[src/bdfd_pkg.sv]
// Package: shared types and constants for the Bahai date converter.
`default_nettype none

package bdfd_pkg;

    localparam int DayWidth   = 23;
    localparam int YearWidth  = 16;
    localparam int MonthWidth = 5;

    // day_number + U_OFFSET = (day - first day of year 475) + 3*CYCLE_DAYS, never negative
    localparam int U_OFFSET       = 968503;
    localparam int CYCLE_DAYS     = 1029983;
    localparam int CYCLE_YEARS    = 2820;
    localparam int CYCLE_LAST_DAY = 1029982;
    localparam int MAX_CYCLES     = 9;
    localparam int RECIP_366      = 1466861;
    localparam int YEAR_NUM_DIV   = 1028522;
    localparam int YEAR_NUM_BIAS  = 2815;
    localparam int YEAR_NUM_SCALE = 2816;
    localparam int MAX_YEAR_STEP  = 6;
    // year = yc + 2820*q - 7986, Badi = year - 1222
    localparam int YEAR_ZERO      = 7986;
    localparam int BADI_SHIFT     = 9208;
    localparam int EPOCH_YEAR     = 474;
    localparam int LEAP_MUL       = 682;
    localparam int LEAP_SUB       = 110;
    localparam int RECIP_11       = 11916;
    localparam int START_YEAR_ONE = 173125;
    localparam int L_OF_474       = 114;
    localparam int RECIP_19       = 432;
    localparam int REGULAR_DAYS   = 342;

    typedef struct packed {
        logic [3:0]  cyc;
        logic [11:0] yc;
        logic [19:0] cday;
    } bdfd_year_t;

    typedef struct packed {
        logic [YearWidth-1:0]  badi_year;
        logic [MonthWidth-1:0] bahai_month;
        logic [MonthWidth-1:0] bahai_day;
        logic                  is_intercalary;
    } bdfd_date_t;

endpackage

`default_nettype wire

[src/bdfd_year.sv]
// Front pipeline: day number to 2820-year cycle, day in cycle and year in cycle.
`default_nettype none

module bdfd_year (
    input  wire logic                            clk,
    input  wire logic                            rst_n,
    input  wire logic                            in_valid,
    output logic                                 in_ready,
    input  wire logic [bdfd_pkg::DayWidth-1:0]   day_number,
    output logic                                 out_valid,
    input  wire logic                            out_ready,
    output bdfd_pkg::bdfd_year_t                 out_data
);
    import bdfd_pkg::*;

    localparam int Stages = 5;

    logic [Stages-1:0] v_reg, v_next, adv;

    logic [23:0] a_u_reg, a_u_next;
    logic [23:0] b_base;
    logic [3:0]  b_q_reg, b_q_next;
    logic [19:0] b_cday_reg, b_cday_next;
    logic [40:0] c_prod;
    logic [3:0]  c_q_reg;
    logic [19:0] c_cday_reg;
    logic [11:0] c_a1_reg, c_a1_next;
    logic [31:0] d_num32;
    logic [22:0] d_num_reg, d_num_next;
    logic [11:0] d_a1_reg;
    logic [3:0]  d_q_reg;
    logic [19:0] d_cday_reg;
    logic        d_last_reg, d_last_next;
    logic [2:0]  e_t;
    bdfd_year_t  e_reg, e_next;

    always_comb
    begin
        adv[Stages-1] = !v_reg[Stages-1] || out_ready;
        for (int i = Stages - 2; i >= 0; i--)
        begin
            adv[i] = !v_reg[i] || adv[i+1];
        end
        v_next = v_reg;
        if (adv[0])
        begin
            v_next[0] = in_valid;
        end
        for (int i = 1; i < Stages; i++)
        begin
            if (adv[i])
            begin
                v_next[i] = v_reg[i-1];
            end
        end
    end

    always_ff @(posedge clk or negedge rst_n)
    begin
        if (!rst_n)
        begin
            v_reg <= '0;
        end
        else
        begin
            v_reg <= v_next;
        end
    end

    // stage A: shift to a non-negative offset
    assign a_u_next = 24'(day_number) + 24'(U_OFFSET);

    // stage B: cycle number by constant compares
    always_comb
    begin
        b_q_next = '0;
        b_base   = '0;
        for (int k = 1; k <= MAX_CYCLES; k++)
        begin
            if (a_u_reg >= 24'(k * CYCLE_DAYS))
            begin
                b_q_next = 4'(k);
                b_base   = 24'(k * CYCLE_DAYS);
            end
        end
        b_cday_next = 20'(a_u_reg - b_base);
    end

    // stage C: cday / 366 by reciprocal
    assign c_prod    = 41'(b_cday_reg) * 41'(RECIP_366);
    assign c_a1_next = c_prod[40:29];

    // stage D: 2134*a1 + 2816*(cday mod 366) + 2815, folded
    assign d_num32 = 32'(c_cday_reg) * 32'(YEAR_NUM_SCALE) + 32'(YEAR_NUM_BIAS)
                   - 32'(c_a1_reg) * 32'(YEAR_NUM_DIV);
    assign d_num_next  = d_num32[22:0];
    assign d_last_next = (c_cday_reg == 20'(CYCLE_LAST_DAY));

    // stage E: year within cycle
    always_comb
    begin
        e_t = '0;
        for (int k = 1; k <= MAX_YEAR_STEP; k++)
        begin
            if (d_num_reg >= 23'(k * YEAR_NUM_DIV))
            begin
                e_t = 3'(k);
            end
        end
        e_next.cyc  = d_q_reg;
        e_next.cday = d_cday_reg;
        e_next.yc   = d_last_reg ? 12'(CYCLE_YEARS) : d_a1_reg + 12'(e_t) + 12'd1;
    end

    always_ff @(posedge clk)
    begin
        if (adv[0])
        begin
            a_u_reg <= a_u_next;
        end
        if (adv[1])
        begin
            b_q_reg    <= b_q_next;
            b_cday_reg <= b_cday_next;
        end
        if (adv[2])
        begin
            c_q_reg    <= b_q_reg;
            c_cday_reg <= b_cday_reg;
            c_a1_reg   <= c_a1_next;
        end
        if (adv[3])
        begin
            d_num_reg  <= d_num_next;
            d_a1_reg   <= c_a1_reg;
            d_q_reg    <= c_q_reg;
            d_cday_reg <= c_cday_reg;
            d_last_reg <= d_last_next;
        end
        if (adv[4])
        begin
            e_reg <= e_next;
        end
    end

    assign in_ready  = adv[0];
    assign out_valid = v_reg[Stages-1];
    assign out_data  = e_reg;

endmodule

`default_nettype wire

[src/bdfd_date.sv]
// Back pipeline: year, day in year, leap test and month/day split.
`default_nettype none

module bdfd_date (
    input  wire logic                  clk,
    input  wire logic                  rst_n,
    input  wire logic                  in_valid,
    output logic                       in_ready,
    input  bdfd_pkg::bdfd_year_t       in_data,
    output logic                       out_valid,
    input  wire logic                  out_ready,
    output bdfd_pkg::bdfd_date_t       out_data
);
    import bdfd_pkg::*;

    localparam int Stages = 5;

    logic [Stages-1:0] v_reg, v_next, adv;

    logic [16:0] f_sum, f_badi;
    logic        f_neg;
    logic [12:0] f_e0, f_e1;
    logic [21:0] f_p0, f_p1;
    logic [15:0] f_badi_reg;
    logic [13:0] f_h0_reg, f_h1_reg;
    logic        f_wrap_reg;
    logic [11:0] f_yc_reg;
    logic [19:0] f_cday_reg;

    logic [27:0] g_p0, g_p1;
    logic [15:0] g_badi_reg;
    logic [9:0]  g_l0_reg, g_l1_reg;
    logic        g_wrap_reg;
    logic [11:0] g_yc_reg;
    logic [19:0] g_cday_reg;

    logic [9:0]  h_lc;
    logic [21:0] h_idx22;
    logic [15:0] h_badi_reg;
    logic [8:0]  h_idx_reg;
    logic        h_leap_reg;

    logic [17:0] i_prod;
    logic [15:0] i_badi_reg;
    logic [8:0]  i_idx_reg;
    logic [4:0]  i_mq_reg;
    logic        i_leap_reg;

    logic [8:0]  j_day9;
    bdfd_date_t  j_reg, j_next;

    always_comb
    begin
        adv[Stages-1] = !v_reg[Stages-1] || out_ready;
        for (int i = Stages - 2; i >= 0; i--)
        begin
            adv[i] = !v_reg[i] || adv[i+1];
        end
        v_next = v_reg;
        if (adv[0])
        begin
            v_next[0] = in_valid;
        end
        for (int i = 1; i < Stages; i++)
        begin
            if (adv[i])
            begin
                v_next[i] = v_reg[i-1];
            end
        end
    end

    always_ff @(posedge clk or negedge rst_n)
    begin
        if (!rst_n)
        begin
            v_reg <= '0;
        end
        else
        begin
            v_reg <= v_next;
        end
    end

    // stage F: year (no year zero) and leap numerators
    always_comb
    begin
        f_sum  = 17'(in_data.yc) + 17'(in_data.cyc) * 17'(CYCLE_YEARS);
        f_neg  = (f_sum <= 17'(YEAR_ZERO));
        f_badi = f_sum - 17'(BADI_SHIFT) - 17'(f_neg);
        f_e0   = 13'(in_data.yc) + 13'(EPOCH_YEAR);
        f_e1   = (in_data.yc == 12'(CYCLE_YEARS)) ? 13'(EPOCH_YEAR + 1) : f_e0 + 13'd1;
        f_p0   = 22'(f_e0) * 22'(LEAP_MUL) - 22'(LEAP_SUB);
        f_p1   = 22'(f_e1) * 22'(LEAP_MUL) - 22'(LEAP_SUB);
    end

    // stage G: divide by 11 by reciprocal
    assign g_p0 = 28'(f_h0_reg) * 28'(RECIP_11);
    assign g_p1 = 28'(f_h1_reg) * 28'(RECIP_11);

    // stage H: day index and leap bit
    always_comb
    begin
        h_lc    = g_wrap_reg ? 10'(L_OF_474) : g_l0_reg;
        h_idx22 = 22'(g_cday_reg) + 22'(START_YEAR_ONE) - 22'(g_l0_reg)
                - (22'(g_yc_reg) + 22'(EPOCH_YEAR - 1)) * 22'd365;
    end

    // stage I: idx / 19 by reciprocal
    assign i_prod = 18'(h_idx_reg) * 18'(RECIP_19);

    // stage J: month and day
    always_comb
    begin
        j_next.badi_year      = i_badi_reg;
        j_next.is_intercalary = 1'b0;
        if (i_idx_reg < 9'(REGULAR_DAYS))
        begin
            j_next.bahai_month = i_mq_reg + 5'd1;
            j_day9 = i_idx_reg - 9'(i_mq_reg) * 9'd19 + 9'd1;
        end
        else if (i_idx_reg < 9'(REGULAR_DAYS + 4) + 9'(i_leap_reg))
        begin
            j_next.bahai_month    = 5'd0;
            j_next.is_intercalary = 1'b1;
            j_day9 = i_idx_reg - 9'(REGULAR_DAYS - 1);
        end
        else
        begin
            j_next.bahai_month = 5'd19;
            j_day9 = i_idx_reg - 9'(REGULAR_DAYS + 3) - 9'(i_leap_reg);
        end
        j_next.bahai_day = j_day9[4:0];
    end

    always_ff @(posedge clk)
    begin
        if (adv[0])
        begin
            f_badi_reg <= f_badi[15:0];
            f_h0_reg   <= f_p0[21:8];
            f_h1_reg   <= f_p1[21:8];
            f_wrap_reg <= (in_data.yc == 12'(CYCLE_YEARS));
            f_yc_reg   <= in_data.yc;
            f_cday_reg <= in_data.cday;
        end
        if (adv[1])
        begin
            g_badi_reg <= f_badi_reg;
            g_l0_reg   <= g_p0[26:17];
            g_l1_reg   <= g_p1[26:17];
            g_wrap_reg <= f_wrap_reg;
            g_yc_reg   <= f_yc_reg;
            g_cday_reg <= f_cday_reg;
        end
        if (adv[2])
        begin
            h_badi_reg <= g_badi_reg;
            h_idx_reg  <= h_idx22[8:0];
            h_leap_reg <= (g_l1_reg != h_lc);
        end
        if (adv[3])
        begin
            i_badi_reg <= h_badi_reg;
            i_idx_reg  <= h_idx_reg;
            i_mq_reg   <= i_prod[17:13];
            i_leap_reg <= h_leap_reg;
        end
        if (adv[4])
        begin
            j_reg <= j_next;
        end
    end

    assign in_ready  = adv[0];
    assign out_valid = v_reg[Stages-1];
    assign out_data  = j_reg;

endmodule

`default_nettype wire

[src/bahai_date_from_day_number.sv]
// Top level: Julian day number to Bahai (Badi) date, ten-stage pipeline.
//
//  channel  | dir | tdata [lsb up]                       | tuser
//  s_axis   | in  | day_number[22:0], pad                | -
//  m_axis   | out | badi_year[15:0], month[20:16],        | is_intercalary
//           |     | day[25:21], pad                      |
//
// One item per cycle sustained while m_tready is high, through the ten register
// stages (cycle/year split front, date split back).
// Reset clears only the stage valid bits.
// Each stage holds under a stall and refills bubbles; s_tready follows the
// ready chain from m_tready.
`default_nettype none

module bahai_date_from_day_number (
    input  wire logic        clk,
    input  wire logic        rst_n,
    input  wire logic        s_tvalid,
    output logic             s_tready,
    input  wire logic [23:0] s_tdata,   // day_number[22:0], pad
    output logic             m_tvalid,
    input  wire logic        m_tready,
    output logic [31:0]      m_tdata,   // badi_year, bahai_month, bahai_day, pad
    output logic             m_tuser    // is_intercalary
);
    import bdfd_pkg::*;

    logic       mid_valid, mid_ready;
    bdfd_year_t mid_data;
    bdfd_date_t res;

    bdfd_year u_year (
        .clk        (clk),
        .rst_n      (rst_n),
        .in_valid   (s_tvalid),
        .in_ready   (s_tready),
        .day_number (s_tdata[DayWidth-1:0]),
        .out_valid  (mid_valid),
        .out_ready  (mid_ready),
        .out_data   (mid_data)
    );

    bdfd_date u_date (
        .clk       (clk),
        .rst_n     (rst_n),
        .in_valid  (mid_valid),
        .in_ready  (mid_ready),
        .in_data   (mid_data),
        .out_valid (m_tvalid),
        .out_ready (m_tready),
        .out_data  (res)
    );

    assign m_tdata = {6'd0, res.bahai_day, res.bahai_month, res.badi_year};
    assign m_tuser = res.is_intercalary;

endmodule

`default_nettype wire

[config.mk]
export PLATFORM = sky130hd
export DESIGN_NAME = bahai_date_from_day_number
export DESIGN_NICKNAME = d
export VERILOG_FILES = /design/src/bdfd_pkg.sv /design/src/bdfd_year.sv /design/src/bdfd_date.sv /design/src/bahai_date_from_day_number.sv
export SDC_FILE = /design/constraint.sdc
export NUM_CORES = 2
export LEC_CHECK = 0
export ABC_CLOCK_PERIOD_IN_PS = 7700
export BUFFER_PORTS_ARGS = -buffer_cell sky130_fd_sc_hd__buf_2
export CORE_MARGIN = 1.5
export CORE_UTILIZATION = 30
export CTS_CLUSTER_SIZE = 28
export DETAILED_ROUTE_END_ITERATION = 7
export PLACE_DENSITY = 0.57
export SYNTH_ARGS = -nofsm -noshare
export SYNTH_HDL_FRONTEND = slang
export SYNTH_SLANG_ARGS = --single-unit
export TNS_END_PERCENT = 100
[constraint.sdc]
create_clock -name clk -period 7.7 [get_ports clk]
set_input_delay 2.31 -clock clk [delete_from_list [all_inputs] [get_ports clk]]
set_output_delay 2.31 -clock clk [all_outputs]
set_load 0.05 [all_outputs]
==> results.ini <==
[setup_path]
reg2reg_from = u_year.b_cday_reg[17]$_DFFE_PP_
top_cell_by_count_worst_path = fa_1
critical_path.n_buffers_inverters = 4
cp_slowest_stage_delay_ns = 0.62
cp_top_family = adder cells
crit_path_cell_chain = ha_1 > inv_1 > fa_1 > inv_1 > fa_1 > fa_1 > inv_1 > fa_1 > inv_1 > fa_1 > fa_1 > ha_1 > and3_1 > a31oi_1 > o21ai_0 > and3_1 > a221o_1 > a2111o_1 > o31ai_1 > o21bai_1 > xor2_1
required_ns = 8.01
criticalPathCategory = reg2reg
r2r_cell_count = 21
cp-startpoint = u_year.b_cday_reg[17]$_DFFE_PP_
crit_fanout = 8
worst-endpoint-arrival_ns = 7.56
timing.critical_path.to_type = flip-flop
r2r-end = u_year.c_a1_reg[9]$_DFFE_PP_
crit_path_start_kind = flip-flop
reg2reg_slack_ns = 0.45
critical_path_destination = u_year.c_a1_reg[9]$_DFFE_PP_
critical_path.slowest_cell = edfxtp_1
worstSetupPathDepth = 21

[clock_tree]
post_cts_sizing_count = 0
postCtsSetupBuffers = 0
holdBufCountCts = 0
clock_tree.root_cell = clkbuf_16
path_clk_slew_ns = 0.06
cts-buffers-inserted = 42
cts_sinks = 369
clk-insertion-delay-late_ns = 0.59
cts_tree = done
clk_path_buf_depth = 3
h-tree-depth = 2

[timing]
setup_slack_ns = 0.453
layout_worst_path_cycle_share_pct = 94.1
transition_time_at_the_pin_with_the_least_slew_margin_ns = 1.15
fmaxAchievable_mhz = 138
finalMaxSlewViolations = 0
clock_skew_after_layout_ns = 0.0314
setup_total_negative_slack_ns = 0
fin_hold_ws_ns = 0.412
rsz0062_at_grt = false
finalCriticalPeriod_ns = 7.25
maxSlewHeadroom_pct = 23.2
report.final.hold_viol_count = 0
setup_viol_count_final = 0

[synthesis]
ys_warn_count = 0
synth.cell_area_sq_um = 40300
synth_seq_cells = 369
yosysUniqueCellTypes = 76
syn_area_per_cell_sq_um = 10.8
synth-main-ff-cell = edfxtp_1
synth-edff-count = 359
share_of_the_yosys_chip_area_belonging_to_registers_pct = 27.3
asyncSetResetFlopFracSynth_pct = 2.71
gate_count_post_synth = 3733

[cells_and_area]
flow.area_growth_from_synthesis_pct = 9.77
layout.nets = 5020
layout-drive-gt1-share_pct = 4.86
largest_register_ffs = 27

[grt]
top_usage_layer = met2
gr-usage-met3_pct = 1.42
grt_pass1_vias = 26400
first_pass_grt_wire_length_um = 134000
antenna_violations_before_repair = 1
grtUsageTotal_pct = 12.0
grt_remaining_overflow = 0
maximum_number_of_pins_on_one_net_before_global_route_repair = 65
global_route_met2_utilization_pct = 21.2
met1_track_demand_over_resource_pct = 15.8

[floorplanning]
start_util_pct = 30.2
dieWidth_um = 370
rows = 134
floorplan.io_pins = 63
fp.dieH_um = 370
design.die.area_sq_um = 137000
fp.coreArea_sq_um = 133000

[route]
post_drt_antenna_nets = 0
drt-pass1-iter-count = 5
num_vias = 25100
wl_per_cell_um = 14.1
number_of_remaining_drc_errors = 0
drt-total-wl_um = 79600
via_per_inst = 4.46
drt_iter0_drc = 986

[placed_design]
hpwlAfterDp_um = 68000
numPortBuffers = 55
gp_congestion = 0.865
preCtsSetupSlack_ns = 0.490

[flow_run]
maxCapViolations = 0

[hold_path]
hold_class = reg2reg

[run_status]
status = finished, final reports clean

kinds of logic after synthesis:
| family | share of synthesized area [%] |
|---|---|
| adder cells (fa/ha/maj) | 43.4 |
| buffers and inverters | 8.23 |
| AND/OR/NAND/NOR | 6.72 |
| AO/OA/AOI/OAI | 7.96 |
| flip-flops | 27.3 |
| XOR/XNOR | 6.28 |
| multiplexers | 0.105 |
| other | 0.00930 |
cell usage after synthesis (13+ instances only):
cell type,instances,area share (%)
xnor2_1,192,4.2
a21o_1,48,0.89
nor3_1,51,0.63
fa_1,406,20
a211oi_1,18,0.34
a31oi_1,28,0.43
ha_1,748,23
and3_1,21,0.33
a21oi_1,136,1.7
nor2b_1,30,0.47
nor2_1,141,1.3
xor2_1,97,2.1
clkbuf_1,21,0.20
nand2_1,120,1.1
o21bai_1,20,0.37
nand3_1,43,0.53
nand2b_1,39,0.60
edfxtp_1,359,27
nor4_1,13,0.20
inv_1,850,7.9
o21ai_0,104,1.3
o21a_1,21,0.39
and2_1,13,0.20
or2_2,16,0.25
final cells by class:
cell class,count,area (sq um)
Inverter,850,3190
Fill cell,13600,89200
Multi-Input combinational cell,2492,26000
Clock buffer,49,1080
Sequential cell,369,11000
Clock inverter,27,254
Tap cell,1768,2210
Antenna cell,1,2.50
Timing Repair Buffer,83,485
through the flow:
step	cells	util (%)	area (sq um)
after floorplan	3739	-	40400
after global placement	5562	32.2	42900
after detailed placement	5562	32.2	42900
after CTS	5638	33.2	44300
after global routing	5638	33.2	44300
final	5639	33.2	44300
worst min path at each step:
stage,cells after the start,startpoint,to,slack [ns]
final,0,u_date.i_badi_reg[7]$_DFFE_PP_,u_date.out_data[18]$_DFFE_PP_,0.41
after global routing,0,u_date.i_badi_reg[7]$_DFFE_PP_,u_date.out_data[18]$_DFFE_PP_,0.42
after CTS,0,u_year.d_cday_reg[5]$_DFFE_PP_,u_year.out_data[5]$_DFFE_PP_,0.41
after detailed placement,0,u_date.f_yc_reg[6]$_DFFE_PP_,u_date.g_yc_reg[6]$_DFFE_PP_,0.40
after global placement,0,u_year.out_data[7]$_DFFE_PP_,u_date.f_cday_reg[7]$_DFFE_PP_,0.40
after floorplan,0,u_year.out_data[0]$_DFFE_PP_,u_date.f_cday_reg[0]$_DFFE_PP_,0.40
routing by layer:
| metal | share of wire [%] | wire (um) | up-vias |
|---|---|---|---|
| met4 | 1.7 | 1330 | 0 |
| met2 | 49 | 39000 | 253 |
| met1 | 47 | 37200 | 12100 |
| met3 | 2.6 | 2070 | 85 |
| li1 | - | - | 12700 |
| met5 | 0 | 0 | - |
worst register-to-register path: stages, from the launching register on:
cell,delay [ns]
edfxtp_1,0.62
ha_1,0.48
inv_1,0.11
fa_1,0.51
inv_1,0.05
fa_1,0.53
fa_1,0.55
inv_1,0.06
fa_1,0.54
inv_1,0.06
fa_1,0.50
fa_1,0.41
ha_1,0.29
and3_1,0.23
a31oi_1,0.20
o21ai_0,0.19
and3_1,0.22
a221o_1,0.35
a2111o_1,0.47
o31ai_1,0.35
o21bai_1,0.12
xor2_1,0.15
placed cells by master, fill, tap and decap left out, types with 13 or more instances in the layout:
master / count
and3_1: 21
xor2_1: 97
nand2_1: 119
buf_4: 28
a21o_1: 48
o21ai_0: 104
clkbuf_16: 42
a211oi_1: 18
ha_1: 748
nor2_1: 141
edfxtp_1: 359
and2_1: 13
or2_2: 16
a21oi_1: 136
nor3_1: 51
buf_2: 55
fa_1: 406
o21a_1: 21
nand3_1: 42
o21bai_1: 20
a31oi_1: 28
xnor2_1: 192
nand2b_1: 39
nor2b_1: 30
nor4_1: 13
inv_1: 849
Power is left out: the tool's default activity adds up to more than one toggle a clock period on the data nets, which glitch-free logic cannot reach.
